**config.mk**
```make
export PLATFORM = sky130hd
export DESIGN_NAME = ps2kd_ring
export DESIGN_NICKNAME = d
export VERILOG_FILES = /design/src/rtl/ps2kd_pkg.sv /design/src/rtl/ps2kd_ring.sv
export SDC_FILE = /design/constraint.sdc
export NUM_CORES = 1
export LEC_CHECK = 0
export BUFFER_PORTS_ARGS = -buffer_cell sky130_fd_sc_hd__buf_2
export CAP_MARGIN = 20
export CORE_MARGIN = 1
export CORE_UTILIZATION = 46
export CTS_CLUSTER_DIAMETER = 60
export DETAILED_ROUTE_END_ITERATION = 12
export GPL_ROUTABILITY_DRIVEN = 1
export GPL_TIMING_DRIVEN = 0
export SYNTH_ARGS = -nofsm -noshare
export SYNTH_HDL_FRONTEND = slang
export SYNTH_SLANG_ARGS = --single-unit
export TNS_END_PERCENT = 30
```
**constraint.sdc**
```tcl
create_clock -name clock -period 2.9 [get_ports clock]
set_clock_uncertainty 0.15 [all_clocks]
set_input_delay 0.29 -clock clock [delete_from_list [all_inputs] [get_ports clock]]
set_output_delay 0.29 -clock clock [all_outputs]
set_load 0.03 [all_outputs]
```
**src/rtl/ps2kd_pkg.sv**
```systemverilog
// Shared types and constants for the PS/2 set-1 scancode decoder.
// No dependencies.
`timescale 1ns / 1ps

package ps2kd_pkg;

   localparam logic [1:0] FUNC_SCAN = 2'd0;
   localparam logic [1:0] FUNC_POP  = 2'd1;
   localparam logic [1:0] FUNC_MAP  = 2'd2;

   localparam logic [7:0] SC_F12_MAKE  = 8'h58;
   localparam logic [7:0] SC_F12_BREAK = 8'hD8;
   localparam logic [7:0] SC_PREFIX    = 8'hE0;
   localparam logic [6:0] KEY_LSHIFT   = 7'h2A;
   localparam logic [6:0] KEY_RSHIFT   = 7'h36;
   localparam logic [6:0] KEY_CAPS     = 7'h3A;
   localparam logic [6:0] KEY_CTRL     = 7'h1D;
   localparam logic [6:0] KEY_ALT      = 7'h38;

   localparam int KEY_BITS = 7;
   localparam int MAP_BITS = 9;

   // One ring entry: kind, character, special code.
   typedef struct packed {
      logic       kind;
      logic [7:0] ch;
      logic [3:0] special;
   } event_type;

   typedef enum logic [2:0] {
      ST_IDLE,
      ST_CLEAR,
      ST_LOOKUP,
      ST_FALLBACK,
      ST_DEBUG,
      ST_POP
   } state_type;

   function automatic logic [3:0] ext_special(input logic [6:0] key);
      case (key)
         7'h48: ext_special = 4'd1;
         7'h50: ext_special = 4'd2;
         7'h4B: ext_special = 4'd3;
         7'h4D: ext_special = 4'd4;
         7'h47: ext_special = 4'd5;
         7'h4F: ext_special = 4'd6;
         7'h49: ext_special = 4'd7;
         7'h51: ext_special = 4'd8;
         7'h52: ext_special = 4'd9;
         7'h53: ext_special = 4'd10;
         default: ext_special = 4'd0;
      endcase
   endfunction

   function automatic logic [7:0] hex_char(input logic [3:0] v);
      if (v < 4'd10) begin
         hex_char = 8'h30 + {4'd0, v};
      end else begin
         hex_char = 8'h57 + {4'd0, v};
      end
   endfunction

endpackage

```
**src/rtl/ps2kd_ring.sv**
```systemverilog
// Event ring memory with synchronous read.
// Depends on ps2kd_pkg.
`timescale 1ns / 1ps

module ps2kd_ring
   import ps2kd_pkg::*;
#(
   parameter int DEPTH = 128,
   parameter int PTR_BITS = 7
) (
   input  logic                clock,
   input  logic                wr_en,
   input  logic [PTR_BITS-1:0] wr_addr,
   input  event_type           wr_data,
   input  logic [PTR_BITS-1:0] rd_addr,
   output event_type           rd_data
);

   event_type mem [0:DEPTH-1];
   event_type rd_data_ff;

   always_ff @(posedge clock) begin
      if (wr_en) begin
         mem[wr_addr] <= wr_data;
      end
      rd_data_ff <= mem[rd_addr];
   end

   assign rd_data = rd_data_ff;

endmodule

```
# Word level (Yosys, flattened, before mapping)
# Memories as Yosys holds them, arrays and structs flattened. A register that Yosys moved wholly into a read port is not among the register bits.
# Cells that the tools add are included.
# Widths: inputs -> output; s select.
classes:
  add_sub_neg: 0
  multipliers: 0
  div: 0
  magnitude_cmp: 0
  n_eq_ne: 0
  n_shift: 0
  mux: 2
  bitwise_logic: 0
  n_reduce_logical: 0
ops:
  columns: ["operator", "count"]
  rows:
  - ["$mux 1", 2]
totals:
  reg_bits: 0
  latch_bits: 0
  ram_bits: 1664
  romBits: 0
  input_bits: 29
  out_inout_bits: 13
  wordCells: 3
  memories: 1
memory_table:
  columns: ["name", "depth", "width", "rd", "rd_ports_with_merged_regs", "wr", "line_no", "text"]
  rows:
  - ["mem", 128, 13, 1, 1, 1, "ps2kd_ring.sv:19", "event_type mem [0:DEPTH-1];"]

# Logic depth before layout (Yosys ltp)
depth:
  depth_word: 2
  mapped_depth: 7
  mapped_depth_nobuf: 4

# Worst setup path before layout
# No wires, ideal clock.
synth_path:
  kind: "input to register"
  startpoint: "input port rd_addr[2]"
  endpoint: "register, netlist name rd_data[10]"
  setup_time_ps: 121
  arrival_time_ps: 2722
  required_time_ps: 2629
  path_slack_ps: -93
  path_stages: 7
  path_buffers: 3
  path_cell_list: "clkbuf_1 -> clkbuf_1 -> buf_1 -> mux4_2 -> mux4_2 -> mux4_2 -> mux2_2"
synth_lines:
  columns: ["element", "line_no", "text"]
  rows:
  - ["from (decl)", "ps2kd_ring.sv:15", "input logic [PTR_BITS-1:0] rd_addr,"]

==> run metrics <==
status=finished, violations left; violated checks=negative setup slack; Die X=between 300 and 400 µm; CP cell instances=clkbuf_2, clkbuf_2, buf_16, clkbuf_2, mux4_2, mux4_2, mux4_2, mux2_2; Nets=between 2,000 and 3,000; layout cells sized above 1=35.2%; final worst slack=-0.0440 ns; die area=between 100,000 and 150,000 µm²; Port Buf Inserts=31; most common cell after layout, fill and taps aside=edfxtp_1; final count of hold timing violations=0; Place WS=-1.71 ns; Post-Syn Area per Cell=roughly 25 µm²; WL final=~160,000 µm; core area=138,000 µm²; Overflow after GRT=0; compound-gate portion of the synthesized area=0%; Max IR drop VDD=approximately 550 µV; num rows=between 100 and 150; crit path max fanout=10; clock buffer count from CTS=170; LEAKAGE=approximately 23 nW; post-layout util=between 50% and 60%; Critical Path Max Stage Delay=just under 0.6 ns; Worst setup EP type=flop; Starting Density=between 40% and 50%; Power Density=685 nW/µm²; Synth Instances=roughly 2,500; global-route wire length before repair=222,000 µm; DP Area=a little under 70,000 µm²; hold slack=roughly 0.03 ns; vias in the first global route=roughly 30,000; Area growth syn-to-layout=15.1%; Req. time, crit path=about 3.4 ns; WP data arrival=between 3 and 4 ns; max_slew headroom=between 20% and 30%; Worst-path clk slew=roughly 0.06 ns; TritonCTS clock tree=done; setup_tns=-0.123 ns; Max Clk Rate=about 0.34 GHz; multiplexer share of the synthesized area=roughly a fifth; Period Utilization, post-route=102%; Post-Synth Adder-Cell Area=0%; warnings from Yosys=0; syn nets=roughly 2,600; clock root cell=clkbuf_16; Final Critical Period=between 2 and 3 ns; H-tree depth=4; largest net degree at the start of global routing=a little over 90; worst min path class=in -> reg; post-route cell area=approximately 74,000 µm²; later-pin clock latency in the skew report=between 0.8 and 0.9 ns; Worst Setup Path Type=in -> reg; Startpoint Class=primary input; Post-Place Cells=approximately 4,500; wire per inst=32.5 µm; DRT iter0 DRCs=about 3,700; Yosys reg bits=~1,700; Non-Filler Instances=approximately 4,800; total track usage=between 20% and 30%; largest family of logic cells by synthesized area=multiplexers; RSZ-0062 raised after global routing=true; total of max-cap violations=0; Post-Syn Area=~64,000 µm²; DRC viols=0; Final setup viols=4; Yosys cell types=17; Tot Pwr=between 50 and 60 mW; Seq/Total Area, Yosys=between 70% and 80%; GPL Wtd Cong=0.903; commonest non-fill, non-tap cells in the layout=1,664 x edfxtp_1, 546 x mux4_2, 173 x clkbuf_16, 108 x nor2_1, 85 x buf_4; Worst-Margin Slew=1.05 ns; first drt pass iteration count=6; Vias/cell=6.06; IO Pins=between 40 and 50; Die Span Y=between 300 and 400 µm; Simple-Gate Fraction of Synth Area=1.09%; Slew Viols, Final=0; Via Count=slightly below 30,000; Clock Path Buffers=3; Post-DRT Antenna Nets=0; Clock Sink Count=between 1,500 and 2,000; initial antenna violation count=21; CP max-delay cell=mux4_2; Post-Synth XOR/XNOR Area=0%; DP HPWL=109,000 µm
logic make-up (layout without fill, tap and decap cells):
kind of cell	after synthesis	in the layout
flip-flops	1677	1677
multiplexers	559	559
AND/OR/NAND/NOR	170	170
buffers and inverters	136	624
other	0	5
power by group:
| group | internal, mW | switching (mW) |
|---|---|---|
| clock | 11.9 | 9.01 |
| combinational | 1.06 | 1.68 |
| sequential | 26.8 | 0.0618 |
registers in the layout (all words and copies together), names as in the netlist:
signal / count
mem: 1664
rd_data: 13
per-layer routing:
metal	vias up	GRT usage [%]	wire [µm]
li1	11800	-	-
met3	238	5.50	14600
met1	15900	32.0	63000
met4	14	6.24	3760
met2	1355	35.7	75300
met5	-	0	82
Yosys cell counts:
cell type | instances | area share (%)
nor3_1 | 9 | 0.070
nand2b_1 | 2 | 0.020
nand4_1 | 3 | 0.029
buf_6 | 1 | 0.018
mux4_2 | 546 | 19
buf_1 | 15 | 0.088
dfxtp_1 | 13 | 0.41
buf_4 | 9 | 0.11
buf_2 | 26 | 0.20
nand2_1 | 14 | 0.082
edfxtp_1 | 1664 | 78
nand3_1 | 12 | 0.094
clkbuf_1 | 85 | 0.50
nor2_1 | 122 | 0.72
mux2_2 | 13 | 0.23
nor2b_1 | 7 | 0.068
or3_1 | 1 | 0.0098
timing repair:
action,4_1_cts,5_1_grt
setup endpoints to repair,13,11
cloned,0,0
setup buffers,0,0
hold endpoints to repair,568,0
resized for setup,21,5
hold buffers,17,0
cell type report:
cell class,instances,area [µm²]
fillers,10200,64000
diodes,5,12.5
multi-input cells,729,13200
clock buffers,215,4540
well taps,1794,2240
flip-flops and latches,1677,50200
plain buffers,136,686
clock inverters,87,766
repair buffers,186,1940
critical path, delay by kind of cell:
kind	cells	cell delay, ns
multiplexers	4	1.91
buffers and inverters	4	1.24
path summary, 6_finish.rpt:
kind                          end  slack (ns)                  start  cells past startpoint
min          mem[69][1]$_DFFE_PP_        0.03             wr_data[1]                      1
max            rd_data[2]$_DFF_P_       -0.04             rd_addr[2]                      8
max reg2reg    rd_data[2]$_DFF_P_        0.18   mem[95][2]$_DFFE_PP_                      4
min reg2reg   rd_data[11]$_DFF_P_        1.04  mem[52][11]$_DFFE_PP_                      4
(Power assumes the default switching activity.)
