**src/rtl/ps2kd_pkg.sv**
```systemverilog
// Shared types and constants for the PS/2 set-1 scancode decoder.
// No dependencies.
`timescale 1ns / 1ps

package ps2kd_pkg;

   localparam logic [1:0] FUNC_SCAN = 2'd0;
   localparam logic [1:0] FUNC_POP  = 2'd1;
   localparam logic [1:0] FUNC_MAP  = 2'd2;

   localparam logic [7:0] SC_F12_MAKE  = 8'h58;
   localparam logic [7:0] SC_F12_BREAK = 8'hD8;
   localparam logic [7:0] SC_PREFIX    = 8'hE0;
   localparam logic [6:0] KEY_LSHIFT   = 7'h2A;
   localparam logic [6:0] KEY_RSHIFT   = 7'h36;
   localparam logic [6:0] KEY_CAPS     = 7'h3A;
   localparam logic [6:0] KEY_CTRL     = 7'h1D;
   localparam logic [6:0] KEY_ALT      = 7'h38;

   localparam int KEY_BITS = 7;
   localparam int MAP_BITS = 9;

   // One ring entry: kind, character, special code.
   typedef struct packed {
      logic       kind;
      logic [7:0] ch;
      logic [3:0] special;
   } event_type;

   typedef enum logic [2:0] {
      ST_IDLE,
      ST_CLEAR,
      ST_LOOKUP,
      ST_FALLBACK,
      ST_DEBUG,
      ST_POP
   } state_type;

   function automatic logic [3:0] ext_special(input logic [6:0] key);
      case (key)
         7'h48: ext_special = 4'd1;
         7'h50: ext_special = 4'd2;
         7'h4B: ext_special = 4'd3;
         7'h4D: ext_special = 4'd4;
         7'h47: ext_special = 4'd5;
         7'h4F: ext_special = 4'd6;
         7'h49: ext_special = 4'd7;
         7'h51: ext_special = 4'd8;
         7'h52: ext_special = 4'd9;
         7'h53: ext_special = 4'd10;
         default: ext_special = 4'd0;
      endcase
   endfunction

   function automatic logic [7:0] hex_char(input logic [3:0] v);
      if (v < 4'd10) begin
         hex_char = 8'h30 + {4'd0, v};
      end else begin
         hex_char = 8'h57 + {4'd0, v};
      end
   endfunction

endpackage

```
**src/rtl/ps2kd_keymap.sv**
```systemverilog
// Keymap memory: 4 x 128 characters, synchronous read.
// Depends on ps2kd_pkg.
`timescale 1ns / 1ps

module ps2kd_keymap
   import ps2kd_pkg::*;
(
   input  logic                clock,
   input  logic                wr_en,
   input  logic [MAP_BITS-1:0] wr_addr,
   input  logic [7:0]          wr_data,
   input  logic [MAP_BITS-1:0] rd_addr,
   output logic [7:0]          rd_data
);

   logic [7:0] mem [0:(1 << MAP_BITS)-1];
   logic [7:0] rd_data_ff;

   always_ff @(posedge clock) begin
      if (wr_en) begin
         mem[wr_addr] <= wr_data;
      end
      rd_data_ff <= mem[rd_addr];
   end

   assign rd_data = rd_data_ff;

endmodule

```
**config.mk**
```make
export PLATFORM = sky130hd
export DESIGN_NAME = ps2kd_keymap
export DESIGN_NICKNAME = d
export VERILOG_FILES = /design/src/rtl/ps2kd_pkg.sv /design/src/rtl/ps2kd_keymap.sv
export SDC_FILE = /design/constraint.sdc
export NUM_CORES = 2
export LEC_CHECK = 0
export BUFFER_PORTS_ARGS = -buffer_cell sky130_fd_sc_hd__buf_4
export CAP_MARGIN = 20
export CORE_UTILIZATION = 32
export DETAILED_ROUTE_END_ITERATION = 8
export GPL_TIMING_DRIVEN = 0
export SETUP_SLACK_MARGIN = 0.02
export SYNTH_ARGS = -nofsm -noshare
export SYNTH_HDL_FRONTEND = slang
export SYNTH_SLANG_ARGS = --single-unit
```
**constraint.sdc**
```tcl
create_clock -name clock -period 4.32 [get_ports clock]
set_input_delay 0.216 -clock clock [delete_from_list [all_inputs] [get_ports clock]]
set_output_delay 0.216 -clock clock [all_outputs]
set_load 0.1 [all_outputs]
```
# Yosys cells after proc, flatten, opt, wreduce, memory -nomap -nowiden
# Memory sizes are Yosys's and may differ from the RTL's. A register that Yosys moved wholly into a read port is not among the register bits.
# Cells that the tools add are included.
# Widths: inputs -> output; s select.
[word_totals]
register_bits = 0
ramBits = 4096
n_memories = 1
[memory_table]
columns = ["name", "depth", "width", "read_ports", "rd_clocked_by_memory_dff", "wr", "line_no", "source"]
rows = [
  ["mem", 512, 8, 1, 1, 1, "ps2kd_keymap.sv:16", "logic [7:0] mem [0:(1 << MAP_BITS)-1];"],
]
[op_classes]
mux = 2
[ops]
columns = ["op", "count"]
rows = [
  ["$mux 1", 2],
]

# Logic depth before layout (Yosys ltp)
[depth]
ltp_word = 2
depth_mapped = 12
ltp_nobuf = 7

# Worst setup path before layout
# OpenSTA, ideal clock, no wires.
[synth_path]
kind = "input port to flip-flop"
startpoint = "in rd_addr[0]"
endpoint = "reg rd_data_ff[0] (netlist: rd_data[0]) (read register of mem)"
cell_stages = 10
arrival_ns = 2.070
n_path_buf = 4
t_required_ns = 4.202
setup_slack_ns = 2.132
cell_sequence = "buf_4 > buf_12 > buf_12 > buf_2 > mux4_2 > o21ai_0 > nand3_1 > nand4_1 > o21ai_0 > o2111a_1"
[synth_lines]
columns = ["item", "line_no", "source"]
rows = [
  ["from (decl)", "ps2kd_keymap.sv:12", "input logic [MAP_BITS-1:0] rd_addr,"],
  ["to (decl)", "ps2kd_keymap.sv:17", "logic [7:0] rd_data_ff;"],
]

==> summary.md <==
| Metric | Value |
|---|---|
| CTS buffer count | `422` |
| Ratio of final minimum period to clock period | `107.4%` |
| Buffers plus inverters on the worst setup path | `4` |
| P_leak | `58.08 nW` |
| Initial Utilization | `32.13%` |
| H-tree Lvls | `5` |
| CP max FO | `10` |
| Async SR Flop Fraction | `0%` |
| CP startpoint kind | `input port` |
| Final slew viol count | `0` |
| RD Place Congestion | `1.017` |
| Total GRT Usage | `24.08%` |
| Die Y | `708.9 um` |
| Slew headroom | `8.770%` |
| Avg Inst Size Synth | `19.92 um^2` |
| Multiplexer area fraction after synthesis | `14.20%` |
| Xor/xnor cell area share of the yosys netlist | `0%` |
| 1st-iter DRT viols | `17,210` |
| Number of setup violations in the final report | `3` |
| Violated checks | `negative setup slack` |
| Yosys Warn Count | `0` |
| Register area | `123,200 um^2` |
| Footprint of the multi-input gates | `33,910 um^2` |
| Layout Nets | `8,670` |
| Vias in the first global route | `87,740` |
| Adder-cell share of the synthesized area | `0%` |
| Setup ws final | `-0.3186 ns` |
| Initial antenna violation count | `76` |
| Worst Skew | `0.08465 ns` |
| Final hold viol count | `0` |
| Fraction of layout cells with a size suffix above 1 | `19.79%` |
| Final ANT Viol Nets | `0` |
| Maximum vdd ir drop | `0.3766 mV` |
| Yosys cell types | `51` |
| Final hold slack | `0.007601 ns` |
| Crit Path Class | `in2reg` |
| Largest net degree at the start of global routing | `159` |
| Most common cell after layout, fill and taps aside | `edfxtp_1` |
| Cells after DPL | `14,850` |
| Syn_nets | `8,058` |
| DRT Wirelength | `621,800 um` |
| CP max stage delay | `1.04 ns` |
| Critical Path AT | `5.57 ns` |
| Critical path data required time | `5.25 ns` |
| FMAX | `215.6 MHz` |
| CTS tree | `done` |
| Number of fillers in the final layout | `45,420` |
| Worst-Margin Slew | `1.351 ns` |
| Ys flop type | `edfxtp_1` |
| Core ar. | `497,800 um^2` |
| Seq cells post-synth | `4,104` |
| Commonest cells after routing, fill and taps aside | `edfxtp_1 (4,096), mux2i_1 (797), mux4_2 (654), nor2_1 (596), clkbuf_16 (426)` |
| Outcome | `complete, but fails checks` |
| HPWL after DPL | `442,600 um` |
| Synth-to-Final Area Change | `15.94%` |
| Synth Area in Simple Gates | `2.631%` |
| Critical Path Slowest Stage Cell | `nor4_2` |
| First-pass iteration count of the detailed router | `6` |
| Power Dens Cells | `464.5 nW/um^2` |
| Crit path capture type | `flop` |
| Reg clk slew, reported paths | `0.07 ns` |
| CTS Buffer Depth | `4` |
| Compound-Gate Fraction of Synth Area | `4.313%` |
| Clk sinks | `4,104` |
| Via count | `92,610` |
| Vias per inst | `5.900` |
| Design Power | `0.08613 W` |
| Largest family of logic cells by synthesized area | `multiplexers` |
| Cell Rows | `259` |
| RSZ-0062 raised after global routing | `no` |
| # IOs | `36` |
| Post-synthesis sequential area ratio | `77.01%` |
| Max-cap violations | `0` |
| Die extent in x | `708.9 um` |
| First-pass GRT wire length | `809,300 um` |
| Root buffer cell | `clkbuf_16` |
| Drt wl/cell | `39.61 um` |
| Cell family with most CP delay | `buffers and inverters` |
| Mapped Area | `159,900 um^2` |
| EDFF count, synth | `4,096` |
| DP Worst Slack | `-1.048 ns` |
| Drc violations | `0` |
| Clock Latency Late Sink | `1.07 ns` |
| HP Class | `in2reg` |
| Synth Instances | `8,030` |
| Final core occ | `37.25%` |
| Die area | `502,600 um^2` |
| Tmin final | `4.639 ns` |
| Worst-path cell chain | `buf_4, buf_2, buf_1, buf_2, a21oi_1, o21ai_0, nand4_1, nor4_2, o2111a_1` |
| Fin cells | `15,700` |
| Port bufs | `31` |
| Total congestion overflow | `0` |
| Most Frequent Cell on Critical Path | `buf_2` |
[flip-flops by register name (all words and copies together) (netlist names)]
signal,cells
rd_data,8
mem,4096
[per-stage QoR]
| step | area (um^2) | setup TNS [ns] |
|---|---|---|
| after floorplan | 159900 | 0 |
| after global placement | 168500 | -4521.89 |
| after detailed placement | 171500 | -5.211 |
| after CTS | 185200 | 0 |
| after global routing | 185300 | 0 |
| final | 185400 | -0.5285 |
[metal layers]
metal	track usage, %	wire, um	up-vias
met5	0	234	-
met1	30.23	218300	48540
met3	8.346	87350	1674
li1	-	-	34790
met4	16.24	50620	34
met2	35.09	265300	7578
[logic make-up after synthesis]
family	Yosys count
simple gates	980
compound gates	979
mux	1451
buf+inv	516
flops	4104
[where the power goes]
group,total [W],internal (W),switching [W]
clock network,0.0365,0.0205,0.0160
logic,0.00580,0.00149,0.00430
registers,0.0439,0.0439,0.0000169
total,0.0861,0.0658,0.0203
[Yosys cell counts (64+ instances only)]
cell      instances  area share, %
mux2i_1         797            5.0
buf_6            64           0.45
o221ai_1        371            2.0
a21oi_1         194           0.61
nor3_1          109           0.34
edfxtp_1       4096             77
nand2_1         111           0.26
mux4_2          654            9.2
o22ai_1         163           0.64
o21ai_0         118           0.37
nor2_1          597            1.4
clkbuf_1        265           0.62
buf_4            70           0.33
[tightest hold or removal path, cell delays in order]
cell	delay, ns
buf_4	0.14
nand3_1	0.24
nor2_1	0.27
[path summary, 6_finish.rpt]
check | slack, ns | startpoint | cells past startpoint | to
worst max-delay path | -0.32 | rd_addr[2] | 9 | rd_data[2]$_DFF_P_
worst min-delay path | 0.008 | wr_addr[0] | 3 | mem[15][4]$_DFFE_PP_
worst max register to register | 0.26 | mem[177][2]$_DFFE_PP_ | 7 | rd_data[2]$_DFF_P_
worst min register to register | 1.40 | mem[40][6]$_DFFE_PP_ | 5 | rd_data[6]$_DFF_P_
[cell type report]
type	count	share of cell area, %
Antenna cell	43	0.05803
Multi-Input combinational cell	3410	18.29
Sequential cell	4104	66.42
Clock buffer	529	5.979
Buffer	513	1.678
Tap cell	6655	4.491
Clock inverter	251	1.358
Inverter	3	0.006073
Timing Repair Buffer	188	1.721
[what timing repair did]
item / 4_1_cts / 5_1_grt
endpoints found under the hold margin: 828 / 0
resized for setup: 1 / 1
setup endpoints to repair: 1 / 1
setup buffers: 0 / 0
hold buffers: 8 / 0
Note: power is estimated with default switching activity, not from simulation.
